==> src/bmr_pkg.sv <==
// shared types, widths and the entry plan function of the bond matrix block
package bmr_pkg;

  localparam int FRAC_BITS = 16;
  localparam int ENT_BITS  = FRAC_BITS + 2;
  localparam int OUT_BITS  = FRAC_BITS + 4;
  localparam int ROW_BITS  = 3 * ENT_BITS;
  localparam int PROD_W    = 2 * ENT_BITS;
  localparam int NUM_ROWS  = 6;
  localparam int NUM_COLS  = 6;
  localparam int NUM_PROD  = 4;

  localparam logic [2:0] LAST_ROW_IDX = 3'(NUM_ROWS - 1);

  typedef logic [ENT_BITS-1:0] ent_t;
  typedef ent_t [2:0][2:0] mat_t;
  typedef logic signed [PROD_W-1:0] prod_t;
  typedef logic signed [OUT_BITS-1:0] out_ent_t;

  // one accepted input item, unpacked
  typedef struct packed {
    logic deriv;
    logic inv_t;
    mat_t rm;
    mat_t dm;
  } item_t;

  // the item plus the row currently being produced
  typedef struct packed {
    logic [2:0] row;
    logic       last;
    item_t      item;
  } row_work_t;

  // registered products of one row
  typedef struct packed {
    logic [2:0]                             row;
    logic                                   last;
    logic [NUM_COLS-1:0]                    dbl;
    prod_t [NUM_COLS-1:0][NUM_PROD-1:0]     prods;
  } row_prod_t;

  typedef struct packed {
    logic [2:0]                row;
    logic                      last;
    out_ent_t [NUM_COLS-1:0]   col;
  } row_res_t;

  typedef struct packed {
    logic [1:0] r0;
    logic [1:0] c0;
    logic [1:0] r1;
    logic [1:0] c1;
  } term_idx_t;

  typedef struct packed {
    term_idx_t ta;
    term_idx_t tb;
    logic      two;
    logic      k2;
    logic      k3;
  } entry_plan_t;

  function automatic logic [1:0] pair_a(input logic [1:0] k);
    logic [1:0] v;
    case (k)
      2'd0:    v = 2'd0;
      2'd1:    v = 2'd2;
      2'd2:    v = 2'd1;
      default: v = 2'd0;
    endcase
    return v;
  endfunction

  function automatic logic [1:0] pair_b(input logic [1:0] k);
    logic [1:0] v;
    case (k)
      2'd0:    v = 2'd1;
      2'd1:    v = 2'd0;
      2'd2:    v = 2'd2;
      default: v = 2'd0;
    endcase
    return v;
  endfunction

  // which entries of R feed entry (row, col) of the 6x6 matrix
  function automatic entry_plan_t entry_plan(input logic [2:0] row, input logic [2:0] col);
    entry_plan_t p;
    logic [1:0]  i;
    logic [1:0]  j;
    p = '0;
    i = (row >= 3'd3) ? 2'(row - 3'd3) : row[1:0];
    j = (col >= 3'd3) ? 2'(col - 3'd3) : col[1:0];
    if (row < 3'd3 && col < 3'd3) begin
      p.ta = '{r0: i, c0: j, r1: i, c1: j};
    end else if (row < 3'd3) begin
      p.ta = '{r0: i, c0: pair_a(j), r1: i, c1: pair_b(j)};
      p.k2 = 1'b1;
    end else if (col < 3'd3) begin
      p.ta = '{r0: pair_a(i), c0: j, r1: pair_b(i), c1: j};
      p.k3 = 1'b1;
    end else begin
      p.ta  = '{r0: pair_a(i), c0: pair_a(j), r1: pair_b(i), c1: pair_b(j)};
      p.tb  = '{r0: pair_a(i), c0: pair_b(j), r1: pair_b(i), c1: pair_a(j)};
      p.two = 1'b1;
    end
    return p;
  endfunction

endpackage

==> src/bmr_row_seq.sv <==
// input item register and row counter, one row handed on per cycle while the product stage is ready
module bmr_row_seq import bmr_pkg::*; (
  input  logic      clk_i,
  input  logic      rst_ni,
  input  logic      in_valid_i,
  output logic      in_ready_o,
  input  item_t     in_item_i,
  output logic      work_valid_o,
  input  logic      work_ready_i,
  output row_work_t work_o
);

  item_t      item_q;
  logic       item_v_q;
  logic [2:0] row_q;
  logic       in_xfer;
  logic       emit;

  assign emit       = item_v_q && work_ready_i;
  assign in_ready_o = !item_v_q || (work_ready_i && row_q == LAST_ROW_IDX);
  assign in_xfer    = in_valid_i && in_ready_o;

  always_ff @(posedge clk_i or negedge rst_ni) begin
    if (!rst_ni) begin
      item_v_q <= 1'b0;
      row_q    <= '0;
    end else if (in_xfer) begin
      item_v_q <= 1'b1;
      row_q    <= '0;
    end else if (emit) begin
      if (row_q == LAST_ROW_IDX) begin
        item_v_q <= 1'b0;
      end else begin
        row_q <= row_q + 3'd1;
      end
    end
  end

  always_ff @(posedge clk_i) begin
    if (in_xfer) begin
      item_q <= in_item_i;
    end
  end

  assign work_valid_o = item_v_q;
  assign work_o.row   = row_q;
  assign work_o.last  = (row_q == LAST_ROW_IDX);
  assign work_o.item  = item_q;

  a_row_range: assert property (@(posedge clk_i) disable iff (!rst_ni)
    item_v_q |-> row_q <= LAST_ROW_IDX)
    else $error("row counter out of range");

  a_new_item_row0: assert property (@(posedge clk_i) disable iff (!rst_ni)
    in_xfer |=> item_v_q && row_q == 3'd0)
    else $error("new item does not start at row 0");

  a_row_step: assert property (@(posedge clk_i) disable iff (!rst_ni)
    (emit && row_q != LAST_ROW_IDX) |=> item_v_q && row_q == $past(row_q) + 3'd1)
    else $error("row counter skipped a row");

endmodule

==> config.mk <==
export PLATFORM = sky130hd
export DESIGN_NAME = bmr_row_seq
export DESIGN_NICKNAME = d
export VERILOG_FILES = /design/src/bmr_pkg.sv /design/src/bmr_row_seq.sv
export SDC_FILE = /design/constraint.sdc
export NUM_CORES = 1
export LEC_CHECK = 0
export ABC_AREA = 1
export BUFFER_PORTS_ARGS = -buffer_cell sky130_fd_sc_hd__buf_2
export CAP_MARGIN = 20
export CELL_PAD_IN_SITES_DETAIL_PLACEMENT = 0
export CELL_PAD_IN_SITES_GLOBAL_PLACEMENT = 1
export CORE_AREA = 2 2 259 261
export DETAILED_ROUTE_END_ITERATION = 8
export DIE_AREA = 0 0 261 263
export PLACE_DENSITY = 0.46
export SLEW_MARGIN = 20
export SYNTH_ARGS = -nofsm -noshare
export SYNTH_HDL_FRONTEND = slang
export SYNTH_SLANG_ARGS = --single-unit
==> constraint.sdc <==
create_clock -name clk_i -period 17 [get_ports clk_i]
set_clock_uncertainty 0.15 [all_clocks]
set_input_delay 0.85 -clock clk_i [delete_from_list [all_inputs] [get_ports clk_i]]
set_output_delay 0.85 -clock clk_i [all_outputs]
set_load 0.01 [all_outputs]
==> run_results.csv <==
group,metric,value,unit
outcome,status,"complete, no violations",
detailed_routing,drt_drc_violations_left,0,
clock_tree,cts.sinks,330,
timing,finalCritPeriodShare,19.99,%
pwr,p_per_area,123.6,nW/um^2
pwr,power.leakage,6.345,nW
cells_and_area,layout_commonest_cell,"buf_2",
cells_and_area,post-route-util,23.96,%
cells_and_area,area_growth,56.88,%
detailed_routing,ant_nets,0,
hold_path,hold_path.class,"in -> reg",
timing,period_minus_slack,3398,ps
detailed_routing,wire_per_inst,17.72,um
clock_tree,numCtsBuffers,39,
cells_and_area,final_nets,1396,
timing,max_freq,294.3,MHz
clock_tree,clk-insertion-delay-late,530,ps
placed_design,dp_cells,1886,
placed_design,pre_cts_ws,13210,ps
clock_tree,clockBufferDepth,3,
detailed_routing,viasPerCell,3.238,
floorplanning,die_area,68640,sq um
timing,setup_viol,0,
timing,slew_headroom,30.31,%
floorplanning,die_h,263,um
placed_design,portBuffers,661,
clock_tree,clock-root-buffer,"clkbuf_16",
pwr,ir_drop,0.07594,mV
detailed_routing,totalWireLength,34.71,mm
clock_tree,tritoncts,"yes",
global_route,grt_max_degree,168,
synth,syn_area,10020,sq um
global_route,grt_pass1_wl,48.07,mm
cells_and_area,multi_input_area,116.4,sq um
synth,synth_top_cell_area_share,97.65,%
timing,fin_tns_setup,0,ps
cells_and_area,nFillCells,6928,
cells_and_area,seq_area,9889,sq um
cells_and_area,final_area,15730,sq um
floorplanning,ios,662,
setup_path,critPathCaptureType,"flop",
synth,yosys_warnings,0,
timing,setup_ws,13600,ps
synth,syn_area_per_cell,28.00,sq um
synth,synthCells,358,
detailed_routing,drt_pass1_iterations,6,
placed_design,placed_cell_area,14460,sq um
global_route,grtUsageTotal,9.653,%
synth,synth.area.top_cells,"edfxtp_1 (98%), dfrtp_1 (1.0%), nand2_1 (0.49%)",
synth,syn_nets,690,
job,cap_violations,0,
detailed_routing,vias,6344,
synth,synth.distinct_cells,8,
setup_path,cp.arrival,3410,ps
global_route,grt_pass1_vias,6887,
placed_design,dp_hpwl,27.28,mm
setup_path,worstPathMaxFanout,167,
clock_tree,cts.clk_slew.worst_paths,60,ps
global_route,antenna_found_initial,9,
timing,tightest_slew,1045,ps
timing,hold-worst-slack,327.0,ps
cells_and_area,drive_gt1_share,66.48,%
floorplanning,core,65630,sq um
cells_and_area,layout_common_cells,"buf_2 (661), edfxtp_1 (326), clkbuf_16 (41), nand2_1 (13)",
synth,ys_seq_elements,330,
setup_path,path_class,"reg -> reg",
timing,hold_viol,0,
cells_and_area,final_cells,1959,
timing,rsz0062_at_grt,"no",
setup_path,worst_ep_required_time,17010,ps
synth,ys_seq_area_share,98.65,%
detailed_routing,drt_iter0_markers,363,
floorplanning,start_util,15.27,%
synth,yosys.area.top_type,"edfxtp_1",
placed_design,routabilityCongestion,0.8164,
clock_tree,htree_levels,2,
setup_path,crit_path_start_kind,"flop",
clock_tree,post_cts_buffers,0,
pwr,p_total,1.943,mW
floorplanning,num_rows,94,
clock_tree,cts_resized,0,
timing,slew_violations,0,
global_route,grt_overflow,0,
floorplanning,dieWidth,261,um
cell families (layout without fill, tap and decap cells):
logic type | count (synthesis) | count (layout) | synth area share (%)
DFF | 330 | 330 | 98.65
and+or+nand+nor | 18 | 18 | 0.7490
buffers and inverters | 7 | 741 | 0.2622
adders and majority gates | 2 | 2 | 0.2496
xor gates and xnor gates | 1 | 1 | 0.08738
other | 0 | 3 | 0
power breakdown:
part / switching (mW) / total [mW] / internal, mW
logic: 0.0931 / 0.153 / 0.0603
clock network: 0.336 / 0.823 / 0.487
registers: 0.0136 / 0.967 / 0.954
total: 0.443 / 1.94 / 1.50
repair_timing:
| action | in CTS | in global routing |
|---|---|---|
| hold endpoints to repair | 4 | 0 |
| hold buffers | 1 | 0 |
| setup endpoints to repair | 0 | 0 |
path summary, 6_finish.rpt:
check,start,endpoint,slack [ps],cells after the start
worst max-delay path,row_q[1]$_DFFE_PN0P_,work_o[283]$_DFFE_PP_,13600,8
worst min-delay path,in_item_i[220],work_o[220]$_DFFE_PP_,330,1
worst max register to register,row_q[1]$_DFFE_PN0P_,work_o[283]$_DFFE_PP_,13600,8
worst min register to register,row_q[1]$_DFFE_PN0P_,row_q[1]$_DFFE_PN0P_,380,2
max in group asynchronous,rst_ni,row_q[1]$_DFFE_PN0P_,16080,2
min in group asynchronous,rst_ni,work_valid_o$_DFFE_PN0P_,500,2
Yosys cell counts:
master,count
nand2_1,13
nor2_1,2
ha_1,2
inv_1,7
nand2_2,3
dfrtp_1,4
edfxtp_1,326
xor2_1,1
final cells by class:
| type | count | area share [%] |
|---|---|---|
| antenna | 3 | 0.04774 |
| clock buffer | 46 | 6.643 |
| clock inverter | 23 | 1.321 |
| inverter | 7 | 0.1671 |
| multi-input combinational | 21 | 0.7399 |
| sequential | 330 | 62.88 |
| tap | 864 | 6.874 |
| timing repair buffer | 665 | 21.32 |
flip-flops by register name (all words and copies together) (netlist names):
| signal | count |
|---|---|
| work_valid_o | 1 |
| work_o | 326 |
| row_q | 3 |
critical path, stage by stage (launching register included):
cell and delay, ps:
dfrtp_1 400, inv_1 60, ha_1 160, nand2_2 60, nand2_2 70, nand2_1 100, nor2_4 400, buf_12 610
buf_4 820
metal layers:
layer	vias up	part of all wire [%]	track usage [%]
li1	2853	-	-
met1	3061	36	10.27
met2	353	51	17.00
met3	67	9.7	3.794
met4	10	3.1	3.778
met5	-	0.19	0
Power figures use the tool's default switching activity.
