--- src/bmr_pkg.sv ---
// shared types, widths and the entry plan function of the bond matrix block
package bmr_pkg;

  localparam int FRAC_BITS = 16;
  localparam int ENT_BITS  = FRAC_BITS + 2;
  localparam int OUT_BITS  = FRAC_BITS + 4;
  localparam int ROW_BITS  = 3 * ENT_BITS;
  localparam int PROD_W    = 2 * ENT_BITS;
  localparam int NUM_ROWS  = 6;
  localparam int NUM_COLS  = 6;
  localparam int NUM_PROD  = 4;

  localparam logic [2:0] LAST_ROW_IDX = 3'(NUM_ROWS - 1);

  typedef logic [ENT_BITS-1:0] ent_t;
  typedef ent_t [2:0][2:0] mat_t;
  typedef logic signed [PROD_W-1:0] prod_t;
  typedef logic signed [OUT_BITS-1:0] out_ent_t;

  // one accepted input item, unpacked
  typedef struct packed {
    logic deriv;
    logic inv_t;
    mat_t rm;
    mat_t dm;
  } item_t;

  // the item plus the row currently being produced
  typedef struct packed {
    logic [2:0] row;
    logic       last;
    item_t      item;
  } row_work_t;

  // registered products of one row
  typedef struct packed {
    logic [2:0]                             row;
    logic                                   last;
    logic [NUM_COLS-1:0]                    dbl;
    prod_t [NUM_COLS-1:0][NUM_PROD-1:0]     prods;
  } row_prod_t;

  typedef struct packed {
    logic [2:0]                row;
    logic                      last;
    out_ent_t [NUM_COLS-1:0]   col;
  } row_res_t;

  typedef struct packed {
    logic [1:0] r0;
    logic [1:0] c0;
    logic [1:0] r1;
    logic [1:0] c1;
  } term_idx_t;

  typedef struct packed {
    term_idx_t ta;
    term_idx_t tb;
    logic      two;
    logic      k2;
    logic      k3;
  } entry_plan_t;

  function automatic logic [1:0] pair_a(input logic [1:0] k);
    logic [1:0] v;
    case (k)
      2'd0:    v = 2'd0;
      2'd1:    v = 2'd2;
      2'd2:    v = 2'd1;
      default: v = 2'd0;
    endcase
    return v;
  endfunction

  function automatic logic [1:0] pair_b(input logic [1:0] k);
    logic [1:0] v;
    case (k)
      2'd0:    v = 2'd1;
      2'd1:    v = 2'd0;
      2'd2:    v = 2'd2;
      default: v = 2'd0;
    endcase
    return v;
  endfunction

  // which entries of R feed entry (row, col) of the 6x6 matrix
  function automatic entry_plan_t entry_plan(input logic [2:0] row, input logic [2:0] col);
    entry_plan_t p;
    logic [1:0]  i;
    logic [1:0]  j;
    p = '0;
    i = (row >= 3'd3) ? 2'(row - 3'd3) : row[1:0];
    j = (col >= 3'd3) ? 2'(col - 3'd3) : col[1:0];
    if (row < 3'd3 && col < 3'd3) begin
      p.ta = '{r0: i, c0: j, r1: i, c1: j};
    end else if (row < 3'd3) begin
      p.ta = '{r0: i, c0: pair_a(j), r1: i, c1: pair_b(j)};
      p.k2 = 1'b1;
    end else if (col < 3'd3) begin
      p.ta = '{r0: pair_a(i), c0: j, r1: pair_b(i), c1: j};
      p.k3 = 1'b1;
    end else begin
      p.ta  = '{r0: pair_a(i), c0: pair_a(j), r1: pair_b(i), c1: pair_b(j)};
      p.tb  = '{r0: pair_a(i), c0: pair_b(j), r1: pair_b(i), c1: pair_a(j)};
      p.two = 1'b1;
    end
    return p;
  endfunction

endpackage

--- src/bmr_round.sv ---
// sum, doubling, round to nearest and saturation into the result register
module bmr_round import bmr_pkg::*; (
  input  logic      clk_i,
  input  logic      rst_ni,
  input  logic      prod_valid_i,
  output logic      prod_ready_o,
  input  row_prod_t prod_i,
  output logic      res_valid_o,
  input  logic      res_ready_i,
  output row_res_t  res_o
);

  localparam int SUM_W = PROD_W + 2;
  localparam int DBL_W = SUM_W + 1;
  localparam int RND_W = DBL_W + 1;
  localparam int Q_W   = RND_W - FRAC_BITS;

  localparam logic signed [RND_W-1:0] RND_HALF = RND_W'(1) << (FRAC_BITS - 1);
  localparam logic signed [Q_W-1:0]   Q_MAX    = Q_W'((1 << (OUT_BITS - 1)) - 1);
  localparam logic signed [Q_W-1:0]   Q_MIN    = -Q_MAX - Q_W'(1);

  row_res_t res_d;
  row_res_t res_q;
  logic     res_v_q;
  logic     adv;

  logic signed [SUM_W-1:0] sum   [NUM_COLS];
  logic signed [DBL_W-1:0] dsum  [NUM_COLS];
  logic signed [RND_W-1:0] rsum  [NUM_COLS];
  logic signed [Q_W-1:0]   qval  [NUM_COLS];

  assign adv          = !res_v_q || res_ready_i;
  assign prod_ready_o = adv;

  always_comb begin
    res_d.row  = prod_i.row;
    res_d.last = prod_i.last;
    for (int c = 0; c < NUM_COLS; c++) begin
      sum[c] = SUM_W'($signed(prod_i.prods[c][0])) + SUM_W'($signed(prod_i.prods[c][1]))
             + SUM_W'($signed(prod_i.prods[c][2])) + SUM_W'($signed(prod_i.prods[c][3]));
      dsum[c] = prod_i.dbl[c] ? (DBL_W'(sum[c]) <<< 1) : DBL_W'(sum[c]);
      // ties go toward plus infinity
      rsum[c] = RND_W'(dsum[c]) + RND_HALF;
      qval[c] = $signed(rsum[c][RND_W-1:FRAC_BITS]);
      if (qval[c] > Q_MAX) begin
        res_d.col[c] = OUT_BITS'(Q_MAX);
      end else if (qval[c] < Q_MIN) begin
        res_d.col[c] = OUT_BITS'(Q_MIN);
      end else begin
        res_d.col[c] = OUT_BITS'(qval[c]);
      end
    end
  end

  always_ff @(posedge clk_i or negedge rst_ni) begin
    if (!rst_ni) begin
      res_v_q <= 1'b0;
    end else if (adv) begin
      res_v_q <= prod_valid_i;
    end
  end

  always_ff @(posedge clk_i) begin
    if (adv && prod_valid_i) begin
      res_q <= res_d;
    end
  end

  assign res_valid_o = res_v_q;
  assign res_o       = res_q;

endmodule
--- config.mk ---
export PLATFORM = sky130hd
export DESIGN_NAME = bmr_round
export DESIGN_NICKNAME = d
export VERILOG_FILES = /design/src/bmr_pkg.sv /design/src/bmr_round.sv
export SDC_FILE = /design/constraint.sdc
export NUM_CORES = 1
export LEC_CHECK = 0
export BUFFER_PORTS_ARGS = -buffer_cell sky130_fd_sc_hd__clkbuf_2
export CAP_MARGIN = 30
export CORE_AREA = 4 4 385 387
export CTS_BUF_LIST = sky130_fd_sc_hd__clkbuf_4 sky130_fd_sc_hd__clkbuf_8
export DETAILED_ROUTE_END_ITERATION = 10
export DIE_AREA = 0 0 389 391
export SYNTH_ARGS = -nofsm -noshare
export SYNTH_HDL_FRONTEND = slang
export SYNTH_SLANG_ARGS = --single-unit
--- constraint.sdc ---
create_clock -name clk_i -period 5.5 [get_ports clk_i]
set_clock_uncertainty 0.05 [all_clocks]
set_input_delay 0.825 -clock clk_i [delete_from_list [all_inputs] [get_ports clk_i]]
set_output_delay 0.825 -clock clk_i [all_outputs]
set_load 0.1 [all_outputs]
==> results.sh, run 1 <==
export IMPL_min_from="prod_valid_i"
export IMPL_place_congestion=0.935
export IMPL_clockBufferDepth=2
export IMPL_syn_to_final_growth_pct=52.9
export IMPL_slowest_delay_ns=0.59
export IMPL_fmax_mhz=162
export IMPL_nFillCells=14800
export IMPL_final_cell_mix="1233 x inv_1, 1168 x buf_4, 987 x clkbuf_2"
export IMPL_crit_type="primary input to register"
export IMPL_fp_dieW_um=389
export IMPL_outcome="finished with violations"
export IMPL_synth_cell_types=122
export IMPL_ant_nets=0
export IMPL_layout_min_cycle_time_ns=6.18
export IMPL_worstMarginPinSlew_ns=0.918
export IMPL_r2r_start="res_valid_o"
export IMPL_fin_crit_sh_pct=112
export IMPL_cts_htree_levels=4
export IMPL_finalHoldViolations=0
export IMPL_yosysSeqAreaShare_pct=10.0
export IMPL_p_leak_nw=29.4
export IMPL_postLayoutCoreUtil_pct=39.5
export IMPL_synthTopCellsByArea="fa_1 23%, inv_1 13%, edfxtp_1 10%"
export IMPL_ir_worst_vdd_mv=0.384
export IMPL_tns_ns=-27.05
export IMPL_cp_slowest_cell="fa_1"
export IMPL_clock_latency_ns=0.57
export IMPL_io_buffers=1003
export IMPL_die_area_um2=152000
export IMPL_reg2reg_slack_ns=3.71
export IMPL_cp_max_fo=4
export IMPL_final_common_cell="inv_1"
export IMPL_synth_fp_nets=6437
export IMPL_grt_max_degree=125
export IMPL_antenna_found_initial=15
export IMPL_overflow=0
export IMPL_synth_ff_type="edfxtp_1"
export IMPL_initial_core_util_pct=25.8
export IMPL_ff2ff_path_depth=3
export IMPL_core_area_um2=145000
export IMPL_violations="setup timing"
export IMPL_synthCells=4911
export IMPL_cts_tree="yes"
export IMPL_cap_violations=0
export IMPL_slew_limit_headroom_pct=38.5
export IMPL_grt_pass1_wl_mm=224
export IMPL_ctsRootBufferMaster="clkbuf_8"
export IMPL_rsz0062_at_grt="yes"
export IMPL_hold_class="primary input to register"
export IMPL_clkTransAtPathRegs_ns=0.09
export IMPL_dp_hpwl_mm=129
export IMPL_place_area_um2=53500
export IMPL_cp_end_kind="register"
export IMPL_worstPathArrival_ns=6.44
export IMPL_via_per_inst=4.67
export IMPL_synth_largest_area_cell="fa_1"
export IMPL_rows=140
export IMPL_report_final_slew_viol_count=0
export IMPL_p_per_area_nw_per_um2=530
export IMPL_io_pins=1004
export IMPL_drt_pass1_iter_count=5
export IMPL_die_h_um=391
export IMPL_drt_total_wl_mm=147
export IMPL_holdPathEnd="res_valid_o"
export IMPL_final_nets=8546
export IMPL_drc_errors=0
export IMPL_syn_avg_cell_area_um2=7.62
export IMPL_crit_path_start_kind="primary input"
export IMPL_whs_path_depth=2
export IMPL_grt_pass1_vias=42500
export IMPL_synth_top_area_share_pct=23.1
export IMPL_ys_async_sr_fraction_pct=0.800
export IMPL_grt_total_usage_pct=18.3
export IMPL_setup_ws_ns=-0.678
export IMPL_drt_iter0_drc=2059
export IMPL_numCtsBuffers=17
export IMPL_setup_viol=88
export IMPL_cts_sinks=125
export IMPL_synth_edff_count=124
export IMPL_finalInstanceArea_um2=57200
export IMPL_yosysWarningCount=0
export IMPL_worstPathRequired_ns=5.76
export IMPL_drive_gt1_share_pct=39.6
export IMPL_ys_seq_elements=125
export IMPL_synthesis_area_um2=37400
export IMPL_vias=41800
export IMPL_r2r_end="res_o[109]"
export IMPL_wire_per_inst_um=16.4
## sequential cells by signal (all words and copies together), names as in the netlist
signal and count:
res_valid_o 1, res_o 124
## metal layers
layer | vias to the layer above | share of wire [%] | global-route usage (%)
li1 | 20700 | - | -
met1 | 19900 | 43 | 23.1
met2 | 1067 | 50 | 32.8
met3 | 156 | 3.8 | 1.78
met4 | 2 | 3.1 | 5.77
met5 | - | 0.0089 | 0
## through the flow
step | setup slack [ns] | std cells | hold WS, ns | total power (W)
final | -0.678 | 8952 | 0.408 | 0.0303
after global routing | -0.846 | 8951 | 0.357 | 0.0326
after CTS | -0.752 | 8888 | 0.314 | 0.0282
after detailed placement | -1.61 | 8805 | 0.496 | 0.0262
after global placement | -1.50 | 8805 | 0.459 | 0.0260
after floorplan | -1.22 | 4911 | 0.479 | 0.0164
## where the power goes
part / switching [W] / internal, W / leakage [nW]
Combinational: 0.0153 / 0.0120 / 28.1
Sequential: 0.000371 / 0.00185 / 1.17
Clock: 0.000450 / 0.000397 / 0.179
## layout make-up
| cell class | count | area (um2) | share of cell area, % |
|---|---|---|---|
| multi-input combinational | 3381 | 31000 | 54.2 |
| clock inverter | 12 | 123 | 0.214 |
| timing repair buffer | 2221 | 14800 | 25.9 |
| tap | 1917 | 2400 | 4.20 |
| sequential | 125 | 3750 | 6.56 |
| antenna | 4 | 10.0 | 0.0175 |
| inverter | 1274 | 4840 | 8.47 |
| clock buffer | 18 | 241 | 0.422 |
## kinds of logic after synthesis
| group | Yosys count | share of synthesized area [%] |
|---|---|---|
| XOR/XNOR | 192 | 4.54 |
| AND/OR/NAND/NOR | 1233 | 16.8 |
| AO/OA/AOI/OAI | 1246 | 22.3 |
| multiplexers | 59 | 1.63 |
| buffers and inverters | 1408 | 14.4 |
| flip-flops | 125 | 10.0 |
| adder cells (fa/ha/maj) | 648 | 30.3 |
## synth_stat cells (all sizes together), types with 16 or more instances
cell / count
or2: 19
edfxtp: 124
nor4: 40
o21ai: 318
nor2b: 26
o2111ai: 35
and2: 51
a2111oi: 17
o21bai: 30
and4: 24
or3: 36
nand3: 93
o21a: 39
a211o: 23
a31oi: 43
xnor2: 111
mux2i: 44
a21oi: 301
ha: 216
buf: 18
nand2b: 27
and3: 45
xor2: 81
fa: 432
a21o: 77
nor2: 253
nand2: 354
o211ai: 61
a211oi: 54
nand4: 76
nor3b: 16
nor3: 106
or4: 16
clkbuf: 114
a21boi: 21
o31ai: 35
inv: 1274
## how the worst max path moves through the flow
stage / start / to / slack (ns) / cells after the start
after global placement: prod_i[8] / res_o[1] / -1.50 / 26
after global routing: prod_i[80] / res_o[18] / -0.85 / 29
after detailed placement: prod_i[8] / res_o[1] / -1.61 / 26
after CTS: prod_i[2] / res_o[12] / -0.75 / 27
final: prod_i[80] / res_o[14] / -0.68 / 29
after floorplan: prod_i[9] / res_o[13] / -1.22 / 26
## critical path: cells and delay by family
family                     cells  cell delay, ns
AOI/OAI and AO/OA             11            1.58
xor gates and xnor gates       1            0.15
adders and majority gates      4            1.53
buffers and inverters          7            0.76
muxes                          2            0.32
and+or+nand+nor                4            1.29
## repair_timing
item	in CTS	in global routing
setup endpoints to repair	100	118
hold buffers	1	0
endpoints found under the hold margin	1	0
cloned	7	16
pin swaps	79	160
resized for setup	127	348
buffers inserted	45	49
(Power assumes the default switching activity.)
==> run 2: changes to the inputs <==
--- a/config.mk
+++ b/config.mk
@@ -8,9 +8,9 @@
 export BUFFER_PORTS_ARGS = -buffer_cell sky130_fd_sc_hd__clkbuf_2
 export CAP_MARGIN = 30
 export CORE_AREA = 4 4 385 387
-export CTS_BUF_LIST = sky130_fd_sc_hd__clkbuf_4 sky130_fd_sc_hd__clkbuf_8
 export DETAILED_ROUTE_END_ITERATION = 10
 export DIE_AREA = 0 0 389 391
+export RECOVER_POWER = 25
 export SYNTH_ARGS = -nofsm -noshare
 export SYNTH_HDL_FRONTEND = slang
 export SYNTH_SLANG_ARGS = --single-unit
==> run 2 against run 1 <==
Effect of this change: the run ends with capacitance limit, slew limit, setup timing left; critical path depth unchanged; routed wire length up 0.97%; combinational power up 3%; sequential cell count unchanged; die area unchanged; utilization up 0.62 points; largest cell class unchanged; critical endpoint unchanged; total power up 3.6%.
==> results.sh, run 2 (synthesis gave the netlist of run 1 again) <==
export IMPL_drc_errors=0
export IMPL_grt_pass1_vias=42900
export IMPL_r2r_end="res_o[109]"
export IMPL_cp_slowest_cell="fa_1"
export IMPL_cp_end_kind="register"
export IMPL_cts_tree="yes"
export IMPL_die_h_um=391
export IMPL_r2r_start="res_valid_o"
export IMPL_rows=140
export IMPL_setup_viol=99
export IMPL_grt_max_degree=125
export IMPL_clkTransAtPathRegs_ns=0.06
export IMPL_largest_register_ffs=124
export IMPL_fp_dieW_um=389
export IMPL_final_common_cell="inv_1"
export IMPL_ir_worst_vdd_mv=0.384
export IMPL_clockBufferDepth=2
export IMPL_fmax_mhz=160
export IMPL_overflow=0
export IMPL_drt_iter0_drc=1989
export IMPL_final_nets=8575
export IMPL_setup_ws_ns=-0.761
export IMPL_violations="capacitance limit, slew limit, setup timing"
export IMPL_final_cell_mix="1218 x inv_1, 1189 x buf_4, 981 x clkbuf_2"
export IMPL_core_area_um2=145000
export IMPL_io_buffers=1003
export IMPL_pwr_share_comb_pct=89.2
export IMPL_layout_min_cycle_time_ns=6.26
export IMPL_report_final_slew_viol_count=125
export IMPL_io_pins=1004
export IMPL_min_from="prod_valid_i"
export IMPL_nFillCells=14700
export IMPL_p_sw_share_pct=52.4
export IMPL_p_per_area_nw_per_um2=541
export IMPL_grt_total_usage_pct=18.5
export IMPL_die_area_um2=152000
export IMPL_cap_violations=1
export IMPL_clock_latency_ns=0.49
export IMPL_grt_pass1_wl_mm=226
export IMPL_holdPathEnd="res_valid_o"
export IMPL_worst_hold_slack_ns=0.488
export IMPL_slowest_delay_ns=0.58
export IMPL_syn_to_final_growth_pct=55.3
export IMPL_hold_class="primary input to register"
export IMPL_crit_type="primary input to register"
export IMPL_p_clk_share_pct=3.6
export IMPL_cp_max_fo=4
export IMPL_cellInternalPower_w=0.0149
export IMPL_cts_htree_levels=4
export IMPL_post_place_ws_ns=-1.61
export IMPL_numCtsBuffers=17
export IMPL_worstPathRequired_ns=5.68
export IMPL_p_seq_share_pct=7.1
export IMPL_vias=42000
export IMPL_wire_per_inst_um=16.5
export IMPL_antenna_found_initial=13
export IMPL_rsz0062_at_grt="yes"
export IMPL_reg2reg_slack_ns=1.84
export IMPL_crit_path_start_kind="primary input"
export IMPL_dp_hpwl_mm=129
export IMPL_place_congestion=0.935
export IMPL_cts_sinks=125
export IMPL_drt_pass1_iter_count=7
export IMPL_initial_core_util_pct=25.8
export IMPL_fin_crit_sh_pct=114
export IMPL_worstPathArrival_ns=6.44
export IMPL_via_per_inst=4.68
export IMPL_slew_limit_headroom_pct=-126
export IMPL_p_sw_w=0.0165
export IMPL_worstMarginPinSlew_ns=3.39
export IMPL_finalHoldViolations=0
export IMPL_whs_path_depth=2
export IMPL_ant_nets=0
export IMPL_drt_total_wl_mm=148
export IMPL_ctsRootBufferMaster="clkbuf_16"
export IMPL_ff2ff_path_depth=3
export IMPL_drive_gt1_share_pct=40.7
export IMPL_p_leak_nw=29.7
export IMPL_outcome="finished with violations"
==> run 2: changes by cell type in the layout (fill, tap and decap cells not counted), sizes merged <==
cell / previous run / this run
clkbuf: 1018 / 1013
diode: 4 / 3
buf: 1219 / 1253
==> run 2: timing repair <==
action | 4_1_cts | 5_1_grt
pin swaps | 99 | 211
resized for setup | 190 | 398
setup endpoints to repair | 116 | 118
buffers inserted | 71 | 61
gates cloned | 15 | 11
hold buffers | 1 | 0
endpoints found under the hold margin | 1 | 0
==> run 2: cell type report <==
| type | count | area (um2) | area share, % |
|---|---|---|---|
| clock inverters | 12 | 123 | 0.211 |
| inverters | 1274 | 4840 | 8.34 |
| flip-flops and latches | 125 | 3750 | 6.46 |
| well taps | 1917 | 2400 | 4.13 |
| diodes | 3 | 7.51 | 0.0129 |
| multi-input cells | 3381 | 31400 | 54.1 |
| repair buffers | 2250 | 15100 | 26.0 |
| clock buffers | 18 | 429 | 0.739 |
==> run 2: layer usage <==
layer	vias up	global-route usage (%)	wire length [um]
met5	-	0	13
li1	20700	-	-
met1	20100	23.2	63700
met3	165	1.81	5290
met4	2	5.90	4630
met2	1020	33.3	74600
==> run 2: power groups by stage <==
stage | sequential, W | clock [W] | combinational, W
floorplan | 0.00507 | 0 | 0.0113
CTS | 0.00224 | 0.00119 | 0.0260
detailed placement | 0.00226 | 0 | 0.0240
finish | 0.00224 | 0.00114 | 0.0280
global placement | 0.00225 | 0 | 0.0237
global route | 0.00225 | 0.00122 | 0.0303
==> run 2: worst max-delay path by stage <==
stage                from         to  slack [ns]  cells past startpoint
2_1_floorplan   prod_i[9]  res_o[13]       -1.22                     26
3_5_place_dp    prod_i[8]   res_o[1]       -1.61                     26
3_3_place_gp    prod_i[8]   res_o[1]       -1.50                     26
6_report       prod_i[80]  res_o[14]       -0.76                     29
5_1_grt        prod_i[80]   res_o[5]       -0.97                     29
4_1_cts         prod_i[2]  res_o[13]       -0.87                     27
==> run 2: worst max-delay path: cells and delay by family <==
kind,cells,cell delay (ns)
simple gates,4,1.30
buf+inv,7,0.77
mux,2,0.32
xor+xnor,1,0.15
fa+ha+maj,4,1.50
compound gates,11,1.57
==> run 2: per-stage QoR <==
stage | util [%] | TNS, ns | cell area (um2) | std cells | total power, W
after global placement | 37.0 | -101.71 | 53500 | 8805 | 0.0260
after global routing | 40.1 | -52.38 | 58100 | 8979 | 0.0338
after floorplan | - | -55.27 | 38400 | 4911 | 0.0164
final | 40.1 | -34.73 | 58100 | 8980 | 0.0314
after CTS | 38.5 | -28.27 | 55800 | 8921 | 0.0294
after detailed placement | 37.0 | -108.97 | 53500 | 8805 | 0.0262
